===== src/rtl/rau_pkg.sv =====
// shared types and constants for the rational arithmetic unit
package rau_pkg;

  // default operand word width
  localparam int WORD_BITS_DEF = 32;

  // fixed widths of the result ports
  localparam int RES_NUM_BITS = 32;
  localparam int RES_DEN_BITS = 31;

  // operation codes
  typedef enum logic [1:0] {
    KIND_ADD = 2'd0,
    KIND_MUL = 2'd1,
    KIND_NEG = 2'd2,
    KIND_RCP = 2'd3
  } kind_t;

  // result status codes
  typedef enum logic [1:0] {
    ST_OK   = 2'd0,
    ST_OVF  = 2'd1,
    ST_ZDEN = 2'd2
  } status_t;

  // back end sequencer states
  typedef enum logic [2:0] {
    BK_IDLE,
    BK_MUL,
    BK_COMB,
    BK_GCD,
    BK_DIV,
    BK_CHECK,
    BK_DONE
  } bk_state_t;

  // product being formed by the shared multiplier
  typedef enum logic [1:0] {
    MS_AN   = 2'd0,
    MS_ADBN = 2'd1,
    MS_DEN  = 2'd2
  } mul_step_t;

  // queue fill status
  typedef struct packed {
    logic full;
    logic empty;
  } q_stat_t;

endpackage


===== src/rtl/rau_front.sv =====
// front end: takes input words, splits operands into sign and magnitude
module rau_front
  import rau_pkg::*;
#(
  parameter int WORD_BITS = WORD_BITS_DEF
) (
  input  logic                          clk,
  input  logic                          rst_n,
  input  logic                          in_valid,
  output logic                          in_stall,
  input  logic [1:0]                    in_kind,
  input  logic signed [31:0]            in_a_num,
  input  logic signed [31:0]            in_a_den,
  input  logic signed [31:0]            in_b_num,
  input  logic signed [31:0]            in_b_den,
  input  logic                          push_ready,
  output logic                          push_valid,
  output logic [3+4*(WORD_BITS+1)-1:0]  push_data
);

  localparam int QW = 3 + 4 * (WORD_BITS + 1);

  logic                 fr_valid_r, fr_valid_nxt;
  logic [QW-1:0]        fr_data_r, fr_data_nxt;
  logic                 accept;
  logic [WORD_BITS-1:0] an_raw, ad_raw, bn_raw, bd_raw;
  logic [WORD_BITS-1:0] an_mag, ad_mag, bn_mag, bd_mag;
  logic                 an_neg, ad_neg, bn_neg, bd_neg;
  logic                 direct;

  // low word bits of each field, sign and magnitude
  assign an_raw = in_a_num[WORD_BITS-1:0];
  assign ad_raw = in_a_den[WORD_BITS-1:0];
  assign bn_raw = in_b_num[WORD_BITS-1:0];
  assign bd_raw = in_b_den[WORD_BITS-1:0];
  assign an_neg = an_raw[WORD_BITS-1];
  assign ad_neg = ad_raw[WORD_BITS-1];
  assign bn_neg = bn_raw[WORD_BITS-1];
  assign bd_neg = bd_raw[WORD_BITS-1];
  assign an_mag = an_neg ? (~an_raw + 1'b1) : an_raw;
  assign ad_mag = ad_neg ? (~ad_raw + 1'b1) : ad_raw;
  assign bn_mag = bn_neg ? (~bn_raw + 1'b1) : bn_raw;
  assign bd_mag = bd_neg ? (~bd_raw + 1'b1) : bd_raw;

  // negate and reciprocal need no products
  assign direct = kind_t'(in_kind) inside {KIND_NEG, KIND_RCP};

  // hand-off stage
  assign in_stall   = fr_valid_r && !push_ready;
  assign accept     = in_valid && !in_stall;
  assign push_valid = fr_valid_r;
  assign push_data  = fr_data_r;

  always_comb begin
    fr_valid_nxt = accept || (fr_valid_r && !push_ready);
    fr_data_nxt  = fr_data_r;
    if (accept) begin
      fr_data_nxt = {in_kind, direct, an_neg, an_mag, ad_neg, ad_mag,
                     bn_neg, bn_mag, bd_neg, bd_mag};
    end
  end

  always_ff @(posedge clk) begin
    if (!rst_n) begin
      fr_valid_r <= 1'b0;
    end else begin
      fr_valid_r <= fr_valid_nxt;
    end
    fr_data_r <= fr_data_nxt;
  end

endmodule


===== config.mk =====
export PLATFORM = sky130hd
export DESIGN_NAME = rau_front
export DESIGN_NICKNAME = d
export VERILOG_FILES = /design/src/rtl/rau_pkg.sv /design/src/rtl/rau_front.sv
export SDC_FILE = /design/constraint.sdc
export NUM_CORES = 1
export LEC_CHECK = 0
export BUFFER_PORTS_ARGS = -buffer_cell sky130_fd_sc_hd__buf_4
export CORE_UTILIZATION = 45
export CTS_CLUSTER_SIZE = 10
export DETAILED_ROUTE_END_ITERATION = 16
export PLACE_DENSITY = 0.77
export SLEW_MARGIN = 25
export SYNTH_ARGS = -nofsm -noshare
export SYNTH_HDL_FRONTEND = slang
export SYNTH_SLANG_ARGS = --single-unit

===== constraint.sdc =====
create_clock -name clk -period 7.57 [get_ports clk]
set_clock_uncertainty 0.1 [all_clocks]
set_input_delay 1.514 -clock clk [delete_from_list [all_inputs] [get_ports clk]]
set_output_delay 1.514 -clock clk [all_outputs]
set_load 0.01 [all_outputs]

==> PnR_summary.wiki, run 1 <==
{| class="wikitable"
! Metric !! Value
|-
| Max Cap Viol || 0
|-
| Post-layout total power || 2170 µW
|-
| Crit path arrival time || 2.08 ns
|-
| Layout cells sized above 1 || 0.375
|-
| Startpoint type of the worst setup path || primary input
|-
| Clock Root Buffer || clkbuf_16
|-
| Number of nets in the layout || between 900 and 1000
|-
| Hold Crit Class || flip-flop to flip-flop
|-
| Setup Crit Path Kind || primary input to primary output
|-
| Worst reg2reg path depth || 4
|-
| Library cell contributing the largest single delay on the critical path || nor2b_1
|-
| Met3 WL || between 1000 and 1500 µm
|-
| Number of I/O port buffers || 270
|-
| Register bit total from synthesis || 136
|-
| Most common cell after layout, fill and taps aside || buf_4
|-
| Peak Freq || 271 MHz
|-
| Shortest period the worst path allows || 3.69 ns
|-
| Post-synthesis net count || about 700
|-
| Sequential cell area in the final layout || 0.00407 mm²
|-
| Routability-driven placement congestion ratio || 0.879
|-
| Filler instances || roughly 1100
|-
| Maximum fanout along the worst path || 3
|-
| Maximum vdd ir drop || 0.136 mV
|-
| GRT Residual Overflow || 0
|-
| Number of standard cells in the layout, taps in and fillers out || ~1000
|-
| Commonest register cell after synthesis || edfxtp_1
|-
| Clock sink total || between 100 and 150
|-
| Maximum number of pins on one net before global-route repair || 80
|-
| Hold buffer count at CTS || 0
|-
| Clock input transition at the sequential cells of the worst setup and hold paths || 0.06 ns
|-
| Post-CTS repair timing setup buffer count || 0
|-
| Met2 wire length || around 9400 µm
|-
| Post-route standard cell area excluding fillers || 0.00991 mm²
|-
| Detailed-route wire length per cell || 17.8 µm
|-
| Number of hold violations in the final report || 0
|-
| Critical path depth in cells || 3
|-
| Commonest non-fill, non-tap cells in the layout || buf_4 (272), edfxtp_1 (135), xnor2_1 (110), nand2_1 (39), o31ai_1 (33)
|-
| Sequential-to-total area share from yosys stat || 0.580
|-
| Mean post-synth cell area || ~13 µm²
|-
| First-pass DRT Iterations || 5
|-
| Via count || between 5000 and 6000
|-
| R2R Path End || push_data[34]$_DFFE_PP_
|-
| Remaining max-slew budget at the tightest pin || 0.440
|-
| Switching power as a share of total power || 0.234
|-
| Internal Pwr Total || 1660 µW
|-
| Kind of end point of the critical path || primary output
|-
| Post-route setup TNS || 0 ns
|-
| Initial drt markers || about 400
|-
| Worst hold slack || 0.598 ns
|-
| Delay of the slowest critical-path stage || approximately 0.27 ns
|-
| Termination of the worst setup path || in_stall
|-
| # diodes || 0
|-
| Sequential share of power || 0.426
|-
| Die Outline Area || approximately 0.016 mm²
|-
| Run status || finished, final reports clean
|-
| Part of the power in combinational logic || 0.160
|-
| Share of async-settable or async-resettable flops after synthesis || 0
|-
| Effective utilization at floorplan || 0.462
|-
| Unique cell type count in the Yosys netlist || 42
|-
| Power density over cell area || 219 mW/mm²
|-
| R2r setup slk || 5.85 ns
|-
| Floorplan core area || 0.0152 mm²
|-
| Delay-heaviest family, CP || buffers and inverters
|-
| Post-Route WL || 18400 µm
|-
| Multi-input gate area || 0.00285 mm²
|-
| Switch Pwr || 507 µW
|-
| Beginning of the worst register-to-register path || push_valid$_SDFF_PN0_
|-
| Data required, critical path || 5.96 ns
|-
| Cell Rows || 45
|-
| Antenna violations before repair || 0
|-
| Max layer used || met4
|-
| Area of the mapped netlist || 0.00703 mm²
|-
| Worst path cell trace || buf_4 -> nor2b_1 -> buf_4
|-
| Remaining design rule violation count || 0
|-
| Number of cells traversed by the worst hold path || 2
|-
| Clock tree from TritonCTS || built
|-
| Vias in the first global route || 5546
|-
| Horizontal die dimension || 127 µm
|-
| Slew at the pin with the worst max-slew slack || 0.832 ns
|-
| Total global-route track usage || 0.226
|-
| Final setup vio count || 0
|-
| H-tree level count || 4
|-
| Remaining number of nets flagged by the antenna check after routing || 0
|-
| Launching element of the worst setup path || push_ready
|-
| Post-cts sizing count || 0
|-
| Count of mapped cells out of synthesis || about 560
|-
| RSZ-0062 raised after global routing || false
|-
| Wire length of the first global-routing pass || 28400 µm
|-
| Area added between synthesis and finish || 41.0%
|-
| Number of placed instances with taps included || 1001
|-
| Clock latency at the later pin of the worst-skew pair || 0.42 ns
|-
| Number of CTS-inserted buffers || 17
|-
| Warning count from the yosys run || 0
|-
| Vertical die dimension || 127 µm
|-
| Io pins || 271
|-
| Area after detailed placement || 0.00925 mm²
|-
| Share of the clock period used by the worst path || 0.488
|-
| Fraction of power consumed by the clock network || 0.414
|-
| Length of routed wiring on met1 || 7220 µm
|-
| Final HPWL from detailed placement || 13600 µm
|-
| Crit path top cell by count || buf_4
|-
| Via density per instance || 5.59
|-
| Clock Path Buffers || 2
|-
| Buffers & Inverters on Critical Path || 2
|-
| Final slew viol count || 0
|-
| Number of enable-type register cells in the synthesized netlist || between 100 and 150
|-
| LEAKAGE || about 0.0037 µW
|}
area by class of cell:
cell class | instances | share of cell area
timing repair buffer | 273 | 0.209
multi-input combinational | 393 | 0.288
inverter | 12 | 0.00454
tap | 188 | 0.0237
sequential | 136 | 0.411
clock inverter | 14 | 0.0206
clock buffer | 18 | 0.0433
how the worst min path moves through the flow:
stage                                      from                    end  slack, ns
after CTS                 push_valid$_SDFF_PN0_  push_valid$_SDFF_PN0_       0.60
after global placement    push_valid$_SDFF_PN0_  push_valid$_SDFF_PN0_       0.58
final                     push_valid$_SDFF_PN0_  push_valid$_SDFF_PN0_       0.60
after detailed placement  push_valid$_SDFF_PN0_  push_valid$_SDFF_PN0_       0.59
after global routing      push_valid$_SDFF_PN0_  push_valid$_SDFF_PN0_       0.63
after floorplan           push_valid$_SDFF_PN0_  push_valid$_SDFF_PN0_       0.62
power groups by stage:
stage | Combinational [µW] | Sequential [µW] | Clock [µW]
after floorplan | 116 | 974 | 0
after global placement | 336 | 939 | 0
after detailed placement | 345 | 941 | 0
after CTS | 347 | 926 | 907
after global routing | 373 | 929 | 934
final | 348 | 924 | 897
state kept, by name (all words and copies together) (netlist names):
name / count
push_data: 135
push_valid: 1
metrics by stage:
stage	setup WS, ns	utilization
global placement	3.90	0.608
finish	3.88	0.652
detailed placement	3.88	0.608
floorplan	1.90	-
CTS	3.88	0.650
global route	3.85	0.652
tightest hold or removal path, cell delays in order (launching register included):
cell and delay [ns]:
dfxtp_1 0.31, nor2b_1 0.17, o21a_1 0.17
synth_stat cells, drive strengths merged (11+ instances only):
master,number,area share
nor4,18,0.021
nand2,39,0.021
or3,16,0.015
nand2b,11,0.0098
or4,11,0.013
edfxtp,135,0.58
nand4,12,0.013
nor2,15,0.0080
inv,12,0.0064
o31ai,33,0.035
xnor2,110,0.14
o21ai,30,0.021
nor3,17,0.014
clkbuf,15,0.0080
o41ai,29,0.038
layer usage:
metal	GRT usage	up-vias
met5	0	-
met4	0.110	0
met3	0.0544	39
met2	0.393	261
met1	0.263	2768
li1	-	2711
logic make-up after synthesis:
group | after synthesis | synth area share
xor gates and xnor gates | 116 | 0.145
adders and majority gates | 8 | 0.0142
AOI/OAI and AO/OA | 99 | 0.101
buffers and inverters | 28 | 0.0151
DFF | 136 | 0.580
and+or+nand+nor | 170 | 0.145
Note: power is estimated with default switching activity, not from simulation.
==> run 2, diff against run 1 <==
- CORE_UTILIZATION: 45 -> 50
- PLACE_DENSITY: 0.77 -> 0.82
- clock period: 7.57 -> 3.53 ns (I/O delays scaled with it)
==> run 2 against run 1 <==
Effect of this change:
- critical path depth increased by 4
- via count increased by 0.47%
- hold slack got worse by 0.22 ns
- first-iteration DRC count increased by 30%
- highest routed layer unchanged
- register-to-register slack got worse by 4.1 ns
- sequential cell count unchanged
- sequential power increased by 120%
- clock power increased by 72%
- non-clock buffer count decreased by 1
- global-route usage increased by 3.0 points
==> PnR_summary.wiki, run 2 (synthesis results as in run 1) <==
{| class="wikitable"
! Metric !! Value
|-
| Max FFs per register || 135 (unchanged)
|-
| Number of hold violations in the final report || 0 (unchanged)
|-
| Post-Route WL || 18500 µm (was 18400 µm)
|-
| Vias in the first global route || 5624 (was 5546)
|-
| Sequential share of power || 0.465 (was 0.426)
|-
| Maximum number of pins on one net before global-route repair || 136 (was 80)
|-
| Die Outline Area || 0.0145 mm² (was 0.0161 mm²)
|-
| Slew at the pin with the worst max-slew slack || 0.754 ns (was 0.832 ns)
|-
| First-pass DRT Iterations || 5 (unchanged)
|-
| Shortest period the worst path allows || 2.44 ns
|-
| Number of CTS-inserted buffers || 17 (unchanged)
|-
| Final slew viol count || 0 (unchanged)
|-
| Clock input transition at the sequential cells of the worst setup and hold paths || 0.05 ns (was 0.06 ns)
|-
| Worst path cell trace || buf_4 -> inv_1 -> ha_1 -> or4b_2 -> nor3_1 -> a31oi_1 -> xor2_1 (was buf_4 -> nor2b_1 -> buf_4)
|-
| Switching power as a share of total power || 0.238 (was 0.234)
|-
| R2R Path End || push_data[62]$_DFFE_PP_ (was push_data[34]$_DFFE_PP_)
|-
| Internal Pwr Total || 3250 µW (was 1660 µW)
|-
| Delay of the slowest critical-path stage || 0.62 ns (was 0.27 ns)
|-
| LEAKAGE || 0.00363 µW (was 0.00370 µW)
|-
| Number of I/O port buffers || 270 (unchanged)
|-
| Final HPWL from detailed placement || 13600 µm (about the same)
|-
| Clock Path Buffers || 2 (unchanged)
|-
| GRT Residual Overflow || 0 (unchanged)
|-
| Post-cts sizing count || 0 (unchanged)
|-
| Effective utilization at floorplan || 0.522 (was 0.462)
|-
| Layout Utilization || 0.724 (was 0.652)
|-
| Hold Crit Class || primary input to flip-flop (was flip-flop to flip-flop)
|-
| H-tree level count || 4 (unchanged)
|-
| Hold buffer count at CTS || 0 (unchanged)
|-
| Horizontal die dimension || 121 µm (was 127 µm)
|-
| Share of the clock period used by the worst path || 0.692
|-
| Post-CTS repair timing setup buffer count || 0 (unchanged)
|-
| Initial drt markers || 511 (was 392)
|-
| Final setup vio count || 0 (unchanged)
|-
| Clock Root Buffer || clkbuf_16 (unchanged)
|-
| Fraction of power consumed by the clock network || 0.361 (was 0.414)
|-
| Peak Freq || 409 MHz
|-
| Switch Pwr || 1010 µW (was 507 µW)
|-
| Power density over cell area || 438 mW/mm² (was 219 mW/mm²)
|-
| # diodes || 0 (unchanged)
|-
| Library cell contributing the largest single delay on the critical path || or4b_2 (was nor2b_1)
|-
| Antenna violations before repair || 0 (unchanged)
|-
| Capture endpoint of the worst hold path || push_data[133]$_DFFE_PP_ (was push_valid$_SDFF_PN0_)
|-
| Vertical die dimension || 121 µm (was 127 µm)
|-
| Crit path arrival time || 2.49 ns (was 2.08 ns)
|-
| Part of the power in combinational logic || 0.174 (was 0.160)
|-
| Max Cap Viol || 0 (unchanged)
|-
| Maximum vdd ir drop || 0.250 mV (was 0.136 mV)
|-
| Start point of the worst min-delay path || in_kind[0] (was push_valid$_SDFF_PN0_)
|-
| Detailed-route wire length per cell || 18.2 µm (was 17.8 µm)
|-
| RSZ-0062 raised after global routing || false (unchanged)
|-
| Wire length of the first global-routing pass || 28300 µm (was 28400 µm)
|-
| Routability-driven placement congestion ratio || 0.877 (was 0.879)
|-
| Beginning of the worst register-to-register path || push_valid$_SDFF_PN0_ (unchanged)
|-
| Area after detailed placement || 0.00925 mm² (about the same)
|-
| Io pins || 271 (unchanged)
|-
| Worst reg2reg path depth || 3 (was 4)
|-
| Via density per instance || 5.71 (was 5.59)
|-
| Clock latency at the later pin of the worst-skew pair || 0.41 ns (was 0.42 ns)
|-
| Kind of end point of the critical path || flip-flop (was primary output)
|-
| Clock tree from TritonCTS || built (unchanged)
|-
| Filler instances || 941 (was 1147)
|-
| R2r setup slk || 1.79 ns (was 5.85 ns)
|-
| Data required, critical path || 3.58 ns (was 5.96 ns)
|-
| Layout cells sized above 1 || 0.367 (was 0.375)
|-
| Remaining max-slew budget at the tightest pin || 0.497 (was 0.440)
|-
| Most common cell after layout, fill and taps aside || buf_4 (unchanged)
|-
| Cell Rows || 42 (was 45)
|-
| Setup Crit Path Kind || primary input to flip-flop (was primary input to primary output)
|-
| Floorplan core area || 0.0135 mm² (was 0.0152 mm²)
|-
| Post-route standard cell area excluding fillers || 0.00974 mm² (was 0.00991 mm²)
|-
| Maximum fanout along the worst path || 4 (was 3)
|-
| Via count || 5806 (was 5779)
|-
| Remaining design rule violation count || 0 (unchanged)
|-
| Total global-route track usage || 0.256 (was 0.226)
|-
| Commonest non-fill, non-tap cells in the layout || buf_4 (271), edfxtp_1 (135), xnor2_1 (110), nand2_1 (39), o31ai_1 (33) (was buf_4 (272), edfxtp_1 (135), xnor2_1 (110), nand2_1 (39), o31ai_1 (33))
|-
| Post-route setup TNS || 0 ns (unchanged)
|-
| Number of cells traversed by the worst hold path || 1 (was 2)
|-
| Clock sink total || 136 (unchanged)
|-
| Run status || finished, final reports clean (unchanged)
|-
| Remaining number of nets flagged by the antenna check after routing || 0 (unchanged)
|-
| Area added between synthesis and finish || 38.7% (was 41.0%)
|-
| Startpoint type of the worst setup path || primary input (unchanged)
|-
| Number of nets in the layout || 974 (was 975)
|}
## run 2: layout make-up
class                      instances  area, µm²  share of cell area
sequential                       136       4070               0.418
inverter                          12       45.0             0.00462
tap                              176        220              0.0226
clock buffer                      20        437              0.0448
multi-input combinational        393       2850               0.293
clock inverter                     8       60.1             0.00616
timing repair buffer             272       2050               0.211
## run 2: through the flow
step           cells  hold slack, ns  setup WS (ns)  power [µW]
6_report        1017           0.378           1.09        4270
4_1_cts         1017           0.358           1.11        4290
3_5_place_dp     989           0.601          0.676        2760
2_1_floorplan    557           0.641          0.174        2330
5_1_grt         1017           0.361          0.917        4410
3_3_place_gp     989           0.569          0.771        2730
## run 2: how the worst max path moves through the flow
| stage | start | endpoint | slack [ns] | cells past startpoint |
|---|---|---|---|---|
| 6_report | in_a_den[1] | push_data[86]$_DFFE_PP_ | 1.09 | 7 |
| 5_1_grt | in_b_den[5] | push_data[21]$_DFFE_PP_ | 0.92 | 5 |
| 4_1_cts | in_a_den[1] | push_data[86]$_DFFE_PP_ | 1.11 | 7 |
| 3_5_place_dp | in_a_den[1] | push_data[86]$_DFFE_PP_ | 0.68 | 7 |
| 3_3_place_gp | in_a_den[1] | push_data[86]$_DFFE_PP_ | 0.77 | 7 |
| 2_1_floorplan | push_ready | push_data[0]$_DFFE_PP_ | 0.17 | 2 |
## run 2: worst max-delay path, delay by kind of cell
family                     cells  cell delay, ns
and+or+nand+nor                2            1.01
buffers and inverters          2            0.22
adders and majority gates      1            0.19
AOI/OAI and AO/OA              1            0.18
xor gates and xnor gates       1            0.18
## run 2: power groups by stage
stage	clock network [µW]	registers [µW]	logic [µW]
global placement	0	2010	718
finish	1540	1990	742
global route	1620	2000	797
detailed placement	0	2020	740
floorplan	0	2080	249
CTS	1560	1990	745
## run 2: metal layers
layer  vias up  GRT usage  routed length [µm]
met3        48     0.0703                1550
met1      2737      0.292                6900
met5         -          0                   0
met2       317      0.436                9340
met4         0      0.140                 673
li1       2704          -                   -
==> run 3, diff against run 2 <==
- ABC_AREA: default -> 1
- CORE_UTILIZATION: 50 -> 52
- clock period: 3.53 -> 2.3 ns (I/O delays scaled with it)
==> run 3 against run 2 <==
Effect of this change:
- non-clock buffer count is 4 higher
- routed wire length is 23% higher
- critical path depth is 4 lower
- critical path type is now flip-flop to primary output
- largest power group unchanged
==> PnR_summary.wiki, run 3 <==
{| class="wikitable"
! Metric !! Value
|-
| Fraction of met3 tracks used by global routing || 0.0678 (was 0.0703)
|-
| Cell Rows || 45 (was 42)
|-
| Number of standard cells in the layout, taps in and fillers out || 1538 (was 1017)
|-
| Filler instances || 1204 (was 941)
|-
| Mean post-synth cell area || 7.91 µm² (was 12.6 µm²)
|-
| Final slew viol count || 0 (unchanged)
|-
| Clock Root Buffer || clkbuf_16 (unchanged)
|-
| Wire length of the first global-routing pass || 35500 µm (was 28300 µm)
|-
| Clock Path Buffers || 2 (unchanged)
|-
| First-pass DRT Iterations || 5 (unchanged)
|-
| Post-Route WL || 22800 µm (was 18500 µm)
|-
| Final HPWL from detailed placement || 17700 µm (was 13600 µm)
|-
| Hold buffer count at CTS || 0 (unchanged)
|-
| Startpoint type of the worst setup path || flip-flop (was primary input)
|-
| Crit path arrival time || 1.04 ns (was 2.49 ns)
|-
| Met1 global-route usage || 0.344 (was 0.292)
|-
| Max FFs per register || 135 (unchanged)
|-
| GRT Residual Overflow || 0 (unchanged)
|-
| Clock tree from TritonCTS || built (unchanged)
|-
| Antenna violations before repair || 0 (unchanged)
|-
| Commonest register cell after synthesis || edfxtp_1 (unchanged)
|-
| Io pins || 271 (unchanged)
|-
| Post-cts sizing count || 0 (unchanged)
|-
| Initial drt markers || 820 (was 511)
|-
| Clock sink total || 136 (unchanged)
|-
| Via density per instance || 5.19 (was 5.71)
|-
| Power density over cell area || 628 mW/mm² (was 438 mW/mm²)
|-
| Number of I/O port buffers || 270 (unchanged)
|-
| Post-synthesis net count || 1176 (was 699)
|-
| Global routing's busiest layer || met2 (unchanged)
|-
| Hold Crit Class || primary input to flip-flop (unchanged)
|-
| Setup Crit Path Kind || flip-flop to primary output (was primary input to flip-flop)
|-
| Kind of end point of the critical path || primary output (was flip-flop)
|-
| Number of CTS-inserted buffers || 17 (unchanged)
|-
| Data required, critical path || 1.74 ns (was 3.58 ns)
|-
| Most common cell after layout, fill and taps aside || nand2_1 (was buf_4)
|-
| Vertical die dimension || 127 µm (was 121 µm)
|-
| Peak Freq || 625 MHz
|-
| Clock latency at the later pin of the worst-skew pair || 0.41 ns (about the same)
|-
| RSZ-0062 raised after global routing || false (unchanged)
|-
| Number of placed instances with taps included || 1507 (was 989)
|-
| LEAKAGE || 0.00502 µW (was 0.00363 µW)
|-
| Number of cells traversed by the worst hold path || 1 (unchanged)
|-
| Warning count from the yosys run || 0 (unchanged)
|-
| Final setup vio count || 0 (unchanged)
|-
| Synth Area in Adders || 0.0122 (was 0.0142)
|-
| Share of async-settable or async-resettable flops after synthesis || 0 (unchanged)
|-
| Register bit total from synthesis || 136 (unchanged)
|-
| Area after detailed placement || 0.0105 mm² (was 0.00925 mm²)
|-
| Post-synth top cells || nand2_1 (370), nor2_1 (180), edfxtp_1 (135), inv_1 (100), nand3_1 (74) (was edfxtp_1 (135), xnor2_1 (110), nand2_1 (39), o31ai_1 (33), o21ai_0 (30))
|-
| Post-CTS repair timing setup buffer count || 0 (unchanged)
|-
| Worst reg2reg path depth || 4 (was 3)
|-
| Unique cell type count in the Yosys netlist || 25 (was 42)
|-
| Clock input transition at the sequential cells of the worst setup and hold paths || 0.06 ns (was 0.05 ns)
|-
| Layout cells sized above 1 || 0.255 (was 0.367)
|-
| Area added between synthesis and finish || 35.0% (was 38.7%)
|-
| Maximum fanout along the worst path || 2 (was 4)
|-
| Number of nets in the layout || 1457 (was 974)
|-
| H-tree level count || 4 (unchanged)
|-
| Max Cap Viol || 0 (unchanged)
|-
| Synthesized-area fraction occupied by and/or/nand/nor cells || 0.341 (was 0.145)
|-
| Vias in the first global route || 7371 (was 5624)
|-
| Number of enable-type register cells in the synthesized netlist || 135 (unchanged)
|-
| Horizontal die dimension || 127 µm (was 121 µm)
|-
| Multiplexer share of the synthesized area || 0 (unchanged)
|-
| Area of the mapped netlist || 0.00817 mm² (was 0.00703 mm²)
|-
| Remaining number of nets flagged by the antenna check after routing || 0 (unchanged)
|-
| Commonest non-fill, non-tap cells in the layout || nand2_1 (369), buf_4 (274), nor2_1 (179), edfxtp_1 (135), inv_1 (98) (was buf_4 (271), edfxtp_1 (135), xnor2_1 (110), nand2_1 (39), o31ai_1 (33))
|-
| Routability-driven placement congestion ratio || 0.990 (was 0.877)
|-
| Via count || 7981 (was 5806)
|-
| Maximum vdd ir drop || 0.457 mV (was 0.250 mV)
|-
| Most instantiated library cell after synthesis || nand2_1 (was edfxtp_1)
|-
| Dominant cell type by area after synthesis || edfxtp_1 (unchanged)
|-
| Remaining design rule violation count || 0 (unchanged)
|-
| Cell types with the largest area share after synthesis || edfxtp_1 (50%), nand2_1 (17%), nor2_1 (8.3%) (was edfxtp_1 (58%), xnor2_1 (14%), o31ai_1 (3.5%))
|-
| Die Outline Area || 0.0162 mm² (was 0.0145 mm²)
|-
| Number of hold violations in the final report || 0 (unchanged)
|-
| Shortest period the worst path allows || 1.60 ns
|-
| Area share of the leading cell type in the synthesized netlist || 0.496 (was 0.577)
|-
| Remaining max-slew budget at the tightest pin || 0.751 (was 0.497)
|-
| Synthesized-area fraction occupied by ao, oa, aoi and oai cells || 0.0317 (was 0.101)
|-
| Slew at the pin with the worst max-slew slack || 0.370 ns (was 0.754 ns)
|-
| # diodes || 0 (unchanged)
|-
| Maximum number of pins on one net before global-route repair || 53 (was 136)
|-
| Run status || finished, final reports clean (unchanged)
|-
| Detailed-route wire length per cell || 14.8 µm (was 18.2 µm)
|-
| Floorplan core area || 0.0153 mm² (was 0.0135 mm²)
|-
| Post-route standard cell area excluding fillers || 0.0110 mm² (was 0.00974 mm²)
|-
| GR Layer Usage met2 || 0.473 (was 0.436)
|-
| Main combinational cell family by area after synthesis || simple AND/OR/NAND/NOR gates (unchanged)
|-
| Count of mapped cells out of synthesis || 1034 (was 557)
|-
| Share of the clock period used by the worst path || 0.695
|-
| Xor-xnor portion of the synthesized cell area || 0.0600 (was 0.145)
|-
| Sequential-to-total area share from yosys stat || 0.498 (was 0.580)
|-
| Total global-route track usage || 0.282 (was 0.256)
|-
| Effective utilization at floorplan || 0.536 (was 0.522)
|}
## run 3: cell types whose count changed after synthesis, moves of 10 or more
cell      change
inv_1        +88
nor3_1       -10
nand3_1      +66
nor2_1      +165
xnor2_1      -74
o31ai_1      -33
xor2_1       +14
o41ai_1      -27
nand2_1     +331
nor4_1       -15
or3_1        -15
nand2b_1     -11
nor2_2       +13
clkbuf_1     -14
## run 3: worst max-delay path: stages, from the launching register on
cell	delay, ns
dfxtp_1	0.37
nand2_4	0.07
inv_4	0.06
buf_4	0.12
## run 3: path summary, 6_finish.rpt
path                          from                       end  slack, ns
max reg2reg  push_valid$_SDFF_PN0_   push_data[29]$_DFFE_PP_       0.75
min reg2reg  push_valid$_SDFF_PN0_     push_valid$_SDFF_PN0_       0.43
min                     in_kind[0]  push_data[133]$_DFFE_PP_       0.12
max          push_valid$_SDFF_PN0_                  in_stall       0.70
## run 3: power breakdown
part / internal, µW / switching, µW / leakage, µW / total, µW
sequential: 2970 / 52.9 / 0.00132 / 3020
clock: 1580 / 1040 / 0.000269 / 2620
combinational: 568 / 722 / 0.00343 / 1290
## run 3: area by class of cell
type                            instances  area (µm²)  share of cell area
Timing Repair Buffer                  276        2100               0.190
Clock buffer                           18         429              0.0389
Sequential cell                       136        4070               0.369
Multi-Input combinational cell        784        3650               0.331
Tap cell                              211         264              0.0239
Inverter                              100         385              0.0349
Clock inverter                         13         131              0.0119
## run 3: layer usage
layer,routed length [µm],vias to the layer above,share of wire
li1,-,3897,-
met1,8950,3621,0.39
met2,11000,404,0.48
met3,2080,59,0.091
met4,782,0,0.034
met5,0,-,0
## run 3: cells by family after synthesis
| family | Yosys count |
|---|---|
| buffers and inverters | 114 |
| XOR/XNOR | 56 |
| AND/OR/NAND/NOR | 677 |
| AO/OA/AOI/OAI | 43 |
| flip-flops | 136 |
| adder cells (fa/ha/maj) | 8 |
## run 3: per-stage QoR
stage          setup TNS [ns]   util  power, µW  hold WS [ns]  worst slack, ns
5_1_grt                     0  0.723       7180         0.112            0.660
4_1_cts                     0  0.723       6950         0.112            0.679
3_5_place_dp                0  0.687       4350         0.427            0.378
3_3_place_gp                0  0.687       4320         0.422            0.440
2_1_floorplan         -106.40      -       3680         0.448           -0.788
6_report                    0  0.723       6930         0.122            0.701
